==> src/homography_segment_projection_top_defines.svh <==
// Assertion macros shared by the projection block
`ifndef HOMOGRAPHY_SEGMENT_PROJECTION_TOP_DEFINES_SVH
`define HOMOGRAPHY_SEGMENT_PROJECTION_TOP_DEFINES_SVH

// same-cycle implication
`define HSP_ASSERT_NOW(label, clk, rst, ante, cons, msg) \
   label: assert property (@(posedge clk) disable iff (rst) (ante) |-> (cons)) \
      else $error(msg);

// implication after a fixed delay
`define HSP_ASSERT_AFTER(label, clk, rst, ante, dly, cons, msg) \
   label: assert property (@(posedge clk) disable iff (rst) (ante) |-> ##(dly) (cons)) \
      else $error(msg);

`endif

==> src/hsp_div_cell.sv <==
// ----------------------------------------------------------------------------
// hsp_div_cell
// One restoring-division step: one quotient bit per cell, registered.
// ----------------------------------------------------------------------------
`default_nettype none
module hsp_div_cell #(
   parameter int SUM_W = 66,
   parameter int QUO_W = 32
) (
   input  wire logic clock,
   input  wire logic [SUM_W-1:0] rem_i,
   input  wire logic [QUO_W-1:0] num_i,
   input  wire logic [QUO_W-1:0] quo_i,
   input  wire logic [SUM_W-1:0] den_i,
   input  wire logic neg_i,
   input  wire logic ovf_i,
   output logic [SUM_W-1:0] rem_o,
   output logic [QUO_W-1:0] num_o,
   output logic [QUO_W-1:0] quo_o,
   output logic [SUM_W-1:0] den_o,
   output logic neg_o,
   output logic ovf_o
);
   logic [SUM_W:0] part;
   logic ge;
   logic [SUM_W:0] diff;
   logic [SUM_W-1:0] rem_in;

   always_comb begin
      part = {rem_i, num_i[QUO_W-1]};
      ge = part >= {1'b0, den_i};
      diff = part - {1'b0, den_i};
      rem_in = ge ? diff[SUM_W-1:0] : part[SUM_W-1:0];
   end

   always_ff @(posedge clock) begin
      rem_o <= rem_in;
      num_o <= {num_i[QUO_W-2:0], 1'b0};
      quo_o <= {quo_i[QUO_W-2:0], ge};
      den_o <= den_i;
      neg_o <= neg_i;
      ovf_o <= ovf_i;
   end
endmodule
`default_nettype wire

==> config.mk <==
export PLATFORM = sky130hd
export DESIGN_NAME = hsp_div_cell
export DESIGN_NICKNAME = d
export VERILOG_FILES = /design/src/homography_segment_projection_top_defines.svh /design/src/hsp_div_cell.sv
export SDC_FILE = /design/constraint.sdc
export NUM_CORES = 1
export LEC_CHECK = 0
export BUFFER_PORTS_ARGS = -buffer_cell sky130_fd_sc_hd__buf_4
export CAP_MARGIN = 25
export CORE_ASPECT_RATIO = 1.4
export CORE_MARGIN = 8
export CORE_UTILIZATION = 49
export DETAILED_ROUTE_END_ITERATION = 12
export PLACE_DENSITY_LB_ADDON = 0.1
export REMOVE_ABC_BUFFERS = 1
export SLEW_MARGIN = 10
export SYNTH_ARGS = -nofsm -noshare
export SYNTH_HDL_FRONTEND = slang
export SYNTH_SLANG_ARGS = --single-unit
export TNS_END_PERCENT = 30
==> constraint.sdc <==
create_clock -name clock -period 4.13 [get_ports clock]
set_input_delay 0.2065 -clock clock [delete_from_list [all_inputs] [get_ports clock]]
set_output_delay 0.2065 -clock clock [all_outputs]
set_load 0.02 [all_outputs]
==> results of run 1 <==
cell type report:
| class | count | area, sq um | area share (%) |
|---|---|---|---|
| Timing Repair Buffer | 588 | 4880 | 32.3 |
| Tap cell | 248 | 310 | 2.05 |
| Multi-Input combinational cell | 657 | 5010 | 33.1 |
| Antenna cell | 2 | 5.00 | 0.0331 |
| Clock buffer | 17 | 425 | 2.81 |
| Sequential cell | 197 | 3940 | 26.1 |
| Clock inverter | 15 | 195 | 1.29 |
| Inverter | 89 | 347 | 2.29 |
report_power, final:
part | total [W] | leakage, nW | internal [W] | switching, W
registers | 0.00218 | 1.66 | 0.00211 | 0.0000723
logic | 0.00199 | 5.44 | 0.000957 | 0.00104
clock network | 0.00173 | 0.296 | 0.000836 | 0.000897
per-stage QoR:
step                      util (%)  worst slack (ps)  total power (W)
after floorplan                  -              1200          0.00327
after global placement        65.6               659          0.00398
after detailed placement      65.6               630          0.00400
after CTS                     78.5               520          0.00586
after global routing          78.7               328          0.00613
final                         78.7               398          0.00591
layout by cell type, fill, tap and decap left out, drive strengths merged, types with 5 or more instances in the layout:
cell type    count
buf            400
dfxtp          197
dlygate4sd3    188
inv             97
a21oi           91
ha              66
mux2            61
nand2           59
nor2            58
o21ai           53
a21o            34
xnor2           33
nand4           27
xor2            23
clkbuf          17
nand3           15
nor3            15
o21bai          14
o21a             8
and3             8
o211ai           7
a211oi           6
o31ai            6
clkinv           6
nor4             5
a31oi            5
or3              5
worst max-delay path, delay by kind of cell:
family | cells | cell delay, ps
mux | 1 | 390
simple gates | 5 | 1520
buf+inv | 4 | 1110
fa+ha+maj | 1 | 420
compound gates | 2 | 340
sequential cells by signal (all words and copies together), names as in the netlist:
name	cells
rem_o	66
neg_o	1
num_o	31
den_o	66
ovf_o	1
quo_o	32
final timing paths:
check | slack [ps] | to
max | 400 | rem_o[65]$_DFF_P_
min | 9 | rem_o[31]$_DFF_P_
what timing repair did:
action | 4_1_cts | 5_1_grt
endpoints found under the hold margin | 186 | 2
hold buffers | 186 | 2
buffers inserted | 0 | 0
layer usage:
metal / part of all wire, % / GRT usage [%] / up-vias
met5: 0 / 0 / -
met4: 4.3 / 14.8 / 0
met3: 6.5 / 6.80 / 103
met2: 54 / 58.0 / 432
met1: 35 / 29.0 / 4611
li1: - / - / 4580
kinds of logic (layout without fill, tap and decap cells):
| kind of cell | count (synthesis) | count (layout) | share of synthesized area [%] |
|---|---|---|---|
| buf+inv | 130 | 709 | 7.01 |
| other cells | 1 | 3 | 0.0390 |
| compound gates | 256 | 256 | 17.6 |
| flops | 197 | 197 | 41.0 |
| xor+xnor | 56 | 56 | 5.10 |
| mux | 64 | 64 | 9.67 |
| simple gates | 213 | 213 | 10.9 |
| fa+ha+maj | 67 | 67 | 8.79 |
==> impl_summary.md, run 1 <==
Status
The run finished with clean final reports.

Yosys
The number of different library cells in the post-synthesis netlist is 76. The part of the Yosys area used for sequential elements is 41.0%. Counting every instance in the synthesized netlist gives 984.

Summing every instance area after synthesis gives 9620 sq um. The synthesized design spends more area on one cell type than any other, namely sky130_fd_sc_hd__dfxtp_1. The dominant cell by count in the synthesized netlist is sky130_fd_sc_hd__dfxtp_1. Summed over its instances, the top area cell type makes up 41.0% of the synthesized netlist area.

For this run, the number of Yosys warnings is 0. The number of enable-type register cells in the synthesized netlist is 0. The mean instance size in the synthesized netlist is 9.78 sq um. The post-synthesis register bit count is 197. Yosys attributes the largest share of cell area to sky130_fd_sc_hd__dfxtp_1 (41%), sky130_fd_sc_hd__mux2_4 (8.9%), sky130_fd_sc_hd__ha_1 (8.6%). The primary flip-flop cell chosen by synthesis mapping is sky130_fd_sc_hd__dfxtp_1. For this run, asynchronously set or reset flops after synthesis account for 0%. By count the netlist is led by sky130_fd_sc_hd__dfxtp_1 (197), sky130_fd_sc_hd__inv_1 (88), sky130_fd_sc_hd__a21oi_1 (84).

Timing
The hold violation total from the final report is 0. The total negative setup slack is 0 ps. The achievable clock frequency is 0.268 GHz. The worst hold slack is 9.07 ps. The minimum clock period after layout is 3730 ps.

The number of slew-limit violations in the final report is 0. The number of failing setup endpoints in the final timing report is 0. Setup repair after global routing left no endpoint under its margin.

The relative slew slack is 57.5%. Dividing the final minimum period by the clock period gives 90.4%. For the pin with the worst max-slew slack, the measured transition is 631 ps.

Clock network
The number of buffers created by CTS is 17. The number of gates resized after CTS is 0. The buffer depth of the longest clock path is 2. TritonCTS built the clock tree. Clock tree synthesis found a total of 197 sinks. Clock-pin slew was measured on the worst setup and hold paths at 80 ps.

The clock tree root buffer cell is sky130_fd_sc_hd__clkbuf_16. The number of H-tree levels is 4.

Detailed routing
After detailed routing, the number of remaining DRC violations is 0. The post-route antenna net violation count is 0. The wire length per cell after detailed routing is 21.4 um. The first-pass detailed-route iteration total is 6.

In the routed layout, each cell is associated on average with a via count of 5.36. The final route contains 9726 vias. The iteration-0 DRC count of the detailed router is 618. The overall routed net length is 38.7 mm.

Worst setup path
The setup path with the least slack is of type in2reg. The type of element launching the critical path is an input pin. The critical path goes through dlygate4sd3_1, buf_4, inv_1, ha_1, nand2_1, nor2_1, nand4_1, or4_4, o21ai_2, a311oi_2, and2_4, inv_12, mux2_2. The maximum single-stage delay on the critical path is 610 ps. The kind of end point of the critical path is a register. Data on the critical path is required at its endpoint by 4470 ps.

For the worst setup path, the data arrival time is 4070 ps. The critical-path maximum fanout is 63. The launch point of the worst path is den_i[47]. The critical path's slowest cell is sky130_fd_sc_hd__or4_4.

Cells and area
The number of nets at the end of the flow is 1816. The synthesis-to-layout area growth is 57.1%. The fraction of layout instances using a drive strength above 1 is 33.3%. The count of fill cells added during filler insertion is 1220.

The cell area after layout is 15100 sq um. The number of standard cells in the layout, taps in and fillers out is 1813.

Global route
The via count of the first global-routing pass came to 10300. The number of antenna violations at the first check in global routing is 2. The total overflow left after global routing is 0.

The all-layer global routing usage is 30.1%. The pin count of the biggest net entering global routing is 64. The first global-routing pass estimated 57.5 mm of wire.

Worst hold path
The startpoint of the worst hold path is rem_i[30]. The worst hold path was traced through 2 stages. The worst hold path belongs to the class in2reg.

Placement
The count of buffers inserted at the top-level ports is 394. Detailed placement finished with a half-perimeter wire length of 26.7 mm. The routability-driven placement congestion ratio is 0.885. Including well taps, the total number of placed cells is 1591.

Once placement finished, the instance area stood at 12600 sq um.

Power and ir drop
The total power divided by cell area is 391 nW/um^2. The standby leakage power is 7.40 nW. The worst supply voltage drop on vdd is 0.278 mV.

Die
The floorplan step defined a die boundary enclosing 24400 sq um. The number of ports placed on the die boundary is 397. The width of the die is 134 um.

The placement row count is 60. The initial utilization of the core area, before any placement, comes to 50.1%. The die is 182 um tall. The core area is 19200 sq um.

Run
The number of max-cap violations is 0.
(Power assumes the default switching activity.)
==> run 2: changes to the inputs <==
Settings changed: HOLD_SLACK_MARGIN set to 0.08.
==> run 2 against run 1 <==
Compared with the run above: sequential power hardly changed; global-route usage up 0.60 points; final area increased by 0.46%; setup slack got worse by 3.9 ps; sequential cell count unchanged; critical path type unchanged.
==> impl_summary.md, run 2 (synthesis gave the netlist of run 1 again) <==
Worst setup path
The critical path's slowest cell is sky130_fd_sc_hd__or4_4. The maximum single-stage delay on the critical path is 610 ps (about the same). The data arrival time of the critical path was 4080 ps (about the same).

The worst setup path is of the in2reg kind. The count of buffer and inverter cells on the critical path came to 4 (unchanged). The number of gates on the worst path with buffers counted came to 13 (unchanged).

The critical path goes through dlygate4sd3_1, buf_4, inv_1, ha_1, nand2_1, nor2_1, nand4_1, or4_4, o21ai_2, a311oi_2, and2_4, inv_12, mux2_2. The worst setup path is captured at a register. The kind of cell with the highest combined delay along the critical path is simple AND/OR/NAND/NOR gates.

The type of element launching the critical path is an input pin. The required time of the critical path was 4470 ps (about the same). The critical-path maximum fanout is 63 (unchanged).

Die
The floorplan die area was 24400 sq um (unchanged). The number of ports placed on the die boundary was 397 (unchanged). The placement row count is 60 (unchanged). The core area came to 19200 sq um (unchanged). The initial cell density of the core is 50.1% (unchanged).

The floorplan die height came to 182 um (unchanged). The width of the die came to 134 um (unchanged).

Worst hold path
The startpoint of the worst hold path is rem_i[62]. The worst hold path class is in2reg. The worst hold path terminates at rem_o[63]$_DFF_P_.

The number of stages on the worst hold path is 3 (+1).

Cells and area
The cell area after layout was 15200 sq um (+0.46%). The count of fill cells added during filler insertion came to 1216 (-0.33%). The number of standard cells in the layout, taps in and fillers out is 1820 (+0.39%). The synthesis-to-layout area growth is 57.8%.

The most common cell after layout, fill and taps aside is sky130_fd_sc_hd__buf_4. The largest registers in the layout are den_o x66, rem_o x66, quo_o x32. The fraction of layout instances using a drive strength above 1 was 33.1% (-0.15 points). In the layout the commonest cells are sky130_fd_sc_hd__buf_4 (400), sky130_fd_sc_hd__dfxtp_1 (197), sky130_fd_sc_hd__dlygate4sd3_1 (195). The number of nets at the end of the flow was 1823 (+0.39%).

Placement
The area of placed instances is 12600 sq um (unchanged). The detailed-placement wirelength estimate is 26.7 mm (unchanged). The routability-driven placement congestion ratio is 0.885 (unchanged).

The count of buffers inserted at the top-level ports is 394 (unchanged). The cell total after placement is 1591 (unchanged).

Detailed routing
The overall routed net length is 38.6 mm (-0.28%). The via count is 9722 (-0.041%). The post-detailed-route via-to-cell ratio was 5.34 (-0.43%). The iteration-0 DRC count of the detailed router is 657 (+6.3%).

The first-pass detailed-route iteration total is 5 (-1). The residual DRC count is 0 (unchanged). The post-route antenna net violation count was 0 (unchanged).

The wire length per cell after detailed routing is 21.2 um (-0.66%).

Status
The run finished with clean final reports.

Timing
The hold violation total from the final report came to 0 (unchanged). The relative slew slack came to 57.6% (+0.13 points). The number of failing setup endpoints in the final timing report is 0 (unchanged). The achievable clock frequency is 0.268 GHz (-0.10%). Setup repair after global routing left no endpoint under its margin. The minimum clock period after layout is 3740 ps (+3.91 ps). The number of slew-limit violations in the final report is 0 (unchanged). The total negative setup slack is 0 ps (unchanged).

The worst-margin pin slew is 620 ps (-11.4 ps). The portion of the clock cycle consumed by the worst path in the final layout is 90.5% (+0.095 points).

Global route
The number of antenna violations at the first check in global routing was 1 (-1). The all-layer global routing usage came to 30.7% (+0.60 points). The pin count of the biggest net entering global routing is 64 (unchanged).

The via count of the first global-routing pass was 10400 (+1.3%). The wire length of the first global-routing pass is 58.6 mm (+2.0%). The remaining global-route overflow came to 0 (unchanged).

Power and ir drop
The total power divided by cell area is 389 nW/um^2 (-0.48%). The worst supply voltage drop on vdd is 0.273 mV (-1.7%). The standby leakage power is 7.43 nW (+0.40%).

The power consumption came to 0.00591 W (about the same).

Clock network
The number of H-tree levels came to 4 (unchanged). The number of buffers created by CTS is 17 (unchanged). The register clock-pin slew on the reported worst setup and hold paths is 80 ps (about the same). The number of buffers inserted by post-CTS setup repair came to 0 (unchanged). TritonCTS built the clock tree.

The buffer depth of the longest clock path is 2 (unchanged). Clock tree synthesis selected as its root buffer the cell sky130_fd_sc_hd__clkbuf_16. The number of clock sinks is 197 (unchanged).

Run
The number of max-cap violations is 0 (unchanged).
run 2: cell types whose count changed in the layout (fill, tap and decap cells not counted):
cell,delta
sky130_fd_sc_hd__dlygate4sd3_1,+7
run 2: worst max-delay path by stage:
| stage | endpoint | start |
|---|---|---|
| after floorplan | rem_o[64]$_DFF_P_ | num_i[31] |
| after global placement | rem_o[65]$_DFF_P_ | den_i[5] |
| after detailed placement | rem_o[65]$_DFF_P_ | rem_i[4] |
| after CTS | rem_o[65]$_DFF_P_ | rem_i[4] |
| after global routing | rem_o[3]$_DFF_P_ | den_i[24] |
| final | rem_o[65]$_DFF_P_ | den_i[47] |
run 2: tightest hold or removal path, cell delays in order:
cell                        delay (ps)
sky130_fd_sc_hd__buf_4              80
sky130_fd_sc_hd__inv_1              30
sky130_fd_sc_hd__o2111ai_1         190
run 2: where the power goes:
group | total [W] | switching (W) | internal (W)
sequential | 0.00218 | 0.0000720 | 0.00211
combinational | 0.00200 | 0.00104 | 0.000961
clock | 0.00173 | 0.000890 | 0.000836
total | 0.00591 | 0.00200 | 0.00391
run 2: final cells by class:
class	count	area, sq um	area share, %
antenna	2	5.00	0.0330
tap	248	310	2.04
multi-input combinational	657	5010	33.0
clock buffer	17	425	2.80
clock inverter	15	195	1.29
inverter	89	347	2.28
timing repair buffer	595	4950	32.6
sequential	197	3940	26.0
run 2: timing repair:
item	CTS	global route
resized for setup	0	0
endpoints found under the hold margin	195	0
hold buffers	195	0
run 2: through the flow:
stage / worst slack, ps / utilization (%) / hold slack, ps
finish: 394 / 79.0 / 105
global route: 325 / 79.0 / 110
CTS: 520 / 79.0 / 89.0
detailed placement: 630 / 65.6 / 312
global placement: 659 / 65.6 / 311
floorplan: 1200 / - / 234
run 2: metal layers:
metal,track usage (%),vias up,wire length (um)
li1,-,4593,-
met1,29.8,4603,13600
met2,59.6,424,21000
met3,7.24,102,2450
met4,12.9,0,1580
met5,0,-,0
==> run 3: changes to the inputs <==
Settings changed: GPL_TIMING_DRIVEN set to 0.
==> run 3 against run 2 <==
Compared with the run above: critical path depth rose by 2; final cell count decreased by 0.27%; maximum frequency shrank 2.6%; setup slack got worse by 98 ps; via count fell by 1.0%; clock power grew 4%; sequential cell count did not move; first-iteration DRC count increased by 5.0%; wire length shrank 1.1%; final area about the same; sequential share of layout area about the same; critical path type unchanged; highest routed layer unchanged.
==> impl_summary.md, run 3 (synthesis gave the netlist of run 1 again) <==
Detailed routing
The post-detailed-route via-to-cell ratio is 5.30 (-0.75%). The wire length per cell after detailed routing was 21.1 um (-0.82%). The iteration-0 DRC count of the detailed router is 690 (+5.0%). The via count came to 9623 (-1.0%). The post-route antenna net violation count is 0 (unchanged). The residual DRC count was 0 (unchanged).

The overall routed net length is 38.2 mm (-1.1%). The first-pass detailed-route iteration total came to 5 (unchanged).

Global route
The wire length of the first global-routing pass is 58.2 mm (-0.67%). The via count of the first global-routing pass came to 10400 (-0.17%). The pin count of the biggest net entering global routing is 64 (unchanged).

The number of antenna violations at the first check in global routing is 3 (+2). The remaining global-route overflow came to 0 (unchanged). The all-layer global routing usage is 30.4% (-0.35 points).

Timing
The number of slew-limit violations in the final report was 0 (unchanged). The relative slew slack is 40.3% (-17 points). The hold violation total from the final report is 0 (unchanged). The portion of the clock cycle consumed by the worst path in the final layout was 92.8% (+2.4 points).

The slack of the critical path is 296 ps (-97.9 ps). The number of failing setup endpoints in the final timing report was 0 (unchanged). Setup repair after global routing left no endpoint under its margin.

The achievable clock frequency was 0.261 GHz (-2.6%). The total negative setup slack is 0 ps (unchanged). The worst-margin pin slew was 889 ps (+269 ps). The minimum clock period after layout came to 3830 ps (+97.9 ps).

Worst setup path
Tracing the worst setup path back leads to its startpoint at num_i[31]. The critical path's slowest cell is sky130_fd_sc_hd__dlygate4sd3_1. The required time of the critical path came to 4470 ps (about the same).

Traced cell by cell, the critical path runs through dlygate4sd3_1, buf_4, inv_1, ha_1, inv_1, fa_1, a211o_1, a211o_1, a41oi_2, o211ai_1, a31oi_1, o21bai_1, a21boi_1, xnor2_1, mux2_4. The kind of end point of the critical path is a register. The critical-path maximum fanout is 4 (-94%). The maximum single-stage delay on the critical path was 530 ps (-80 ps). The type of element launching the critical path is an input pin. The kind of cell with the highest combined delay along the critical path is compound AO/OA/AOI/OAI gates. The data arrival time of the critical path is 4170 ps (+90 ps).

The start-to-end type of the worst setup path is in2reg. The count of buffer and inverter cells on the critical path is 4 (unchanged).

Clock network
The register clock-pin slew on the reported worst setup and hold paths is 80 ps (about the same). The number of gates resized after CTS is 0 (unchanged). The buffer depth of the longest clock path is 2 (unchanged). The clock tree root buffer cell is sky130_fd_sc_hd__clkbuf_16. The number of H-tree levels is 4 (unchanged). The CTS tree is done. The number of clock sinks is 197 (unchanged).

The number of buffers created by CTS came to 17 (unchanged).

Status
The run finished with clean final reports.

Cells and area
The cell area after layout is 15200 sq um (about the same). In the final layout, the registers with the most flip-flops are den_o x66, rem_o x66, quo_o x32. The synthesis-to-layout area growth was 57.7% (about the same). The number of standard cells in the layout, taps in and fillers out is 1815 (-0.27%). The top cell types in the final layout, fill and taps aside, are sky130_fd_sc_hd__buf_4 (394), sky130_fd_sc_hd__dfxtp_1 (197), sky130_fd_sc_hd__dlygate4sd3_1 (195).

Leaving out fill and tap cells, the most frequent cell in the layout is sky130_fd_sc_hd__buf_4. The fraction of layout instances using a drive strength above 1 came to 32.9% (-0.26 points). The number of nets at the end of the flow is 1817 (-0.33%).

Die
The number of ports placed on the die boundary is 397 (unchanged). The width of the die is 134 um (unchanged). The core area is 19200 sq um (unchanged). The floorplan die height came to 182 um (unchanged). The initial cell density of the core came to 50.1% (unchanged). The floorplan die area came to 24400 sq um (unchanged).

The placement row count was 60 (unchanged).

Placement
The area of placed instances is 12600 sq um (-0.36%). The post-place setup slack is 519 ps (-111 ps). The count of buffers inserted at the top-level ports is 394 (unchanged).

The detailed-placement wirelength estimate is 26.5 mm (-0.87%). The cell total after placement is 1585 (-0.38%). The routability-driven placement congestion ratio is 0.898 (+1.5%).

Power and ir drop
The worst supply voltage drop on vdd is 0.281 mV (+2.9%). The total power divided by cell area came to 393 nW/um^2 (+1.1%). The sequential cell fraction of total power is 36.5% (-0.5 points). The share of total power in the clock network is 30.2% (+1.0 points). The cell internal power dissipation is 0.00393 W (+0.54%). The standby leakage power was 7.41 nW (-0.17%). The switching part of the total is 34.2% (+0.33 points).

The combinational power share is 33.3% (-0.6 points). The net load switching power came to 0.00204 W (+2.0%).

Run
The number of max-cap violations is 0 (unchanged).

Worst hold path
In this run the most critical hold path is launched from rem_i[62]. The worst hold path class is in2reg.
run 3: what timing repair did:
action,in CTS,in global routing
setup buffers,0,0
endpoints found under the hold margin,195,0
hold buffers,195,0
run 3: area by class of cell:
class	instances	area [sq um]
sequential	197	3940
tap	248	310
inverter	89	347
antenna	3	7.51
clock buffer	17	425
fill	1166	4040
timing repair buffer	589	4910
clock inverter	15	225
multi-input combinational	657	5010
run 3: per-layer routing:
metal	share of wire, %	wire length (um)	track usage [%]	up-vias
li1	-	-	-	4607
met1	36	13600	30.1	4520
met2	54	20500	57.9	406
met3	6.3	2410	6.35	90
met4	4.4	1680	14.8	0
met5	0	0	0	-
run 3: worst paths after layout:
check  slack, ps           endpoint  cells past startpoint
min           90  rem_o[63]$_DFF_P_                      3
max          300  rem_o[46]$_DFF_P_                     15
run 3: per-stage QoR:
| step | hold slack [ps] | utilization, % | total power, W |
|---|---|---|---|
| 4_1_cts | 86.6 | 78.9 | 0.00593 |
| 3_5_place_dp | 312 | 65.4 | 0.00399 |
| 5_1_grt | 93.7 | 79.0 | 0.00621 |
| 2_1_floorplan | 234 | - | 0.00327 |
| 3_3_place_gp | 311 | 65.4 | 0.00397 |
| 6_report | 88.9 | 79.0 | 0.00597 |
run 3: power by group through the flow:
stage               logic, W  clock network [W]  registers [W]
floorplan           0.000793                  0        0.00248
global placement     0.00177                  0        0.00220
detailed placement   0.00178                  0        0.00221
CTS                  0.00195            0.00182        0.00217
global route         0.00211            0.00190        0.00220
finish               0.00199            0.00180        0.00218
run 3: worst min-delay path, stage by stage:
cell and delay (ps):
sky130_fd_sc_hd__buf_4 90, sky130_fd_sc_hd__inv_1 30, sky130_fd_sc_hd__o2111ai_1 170
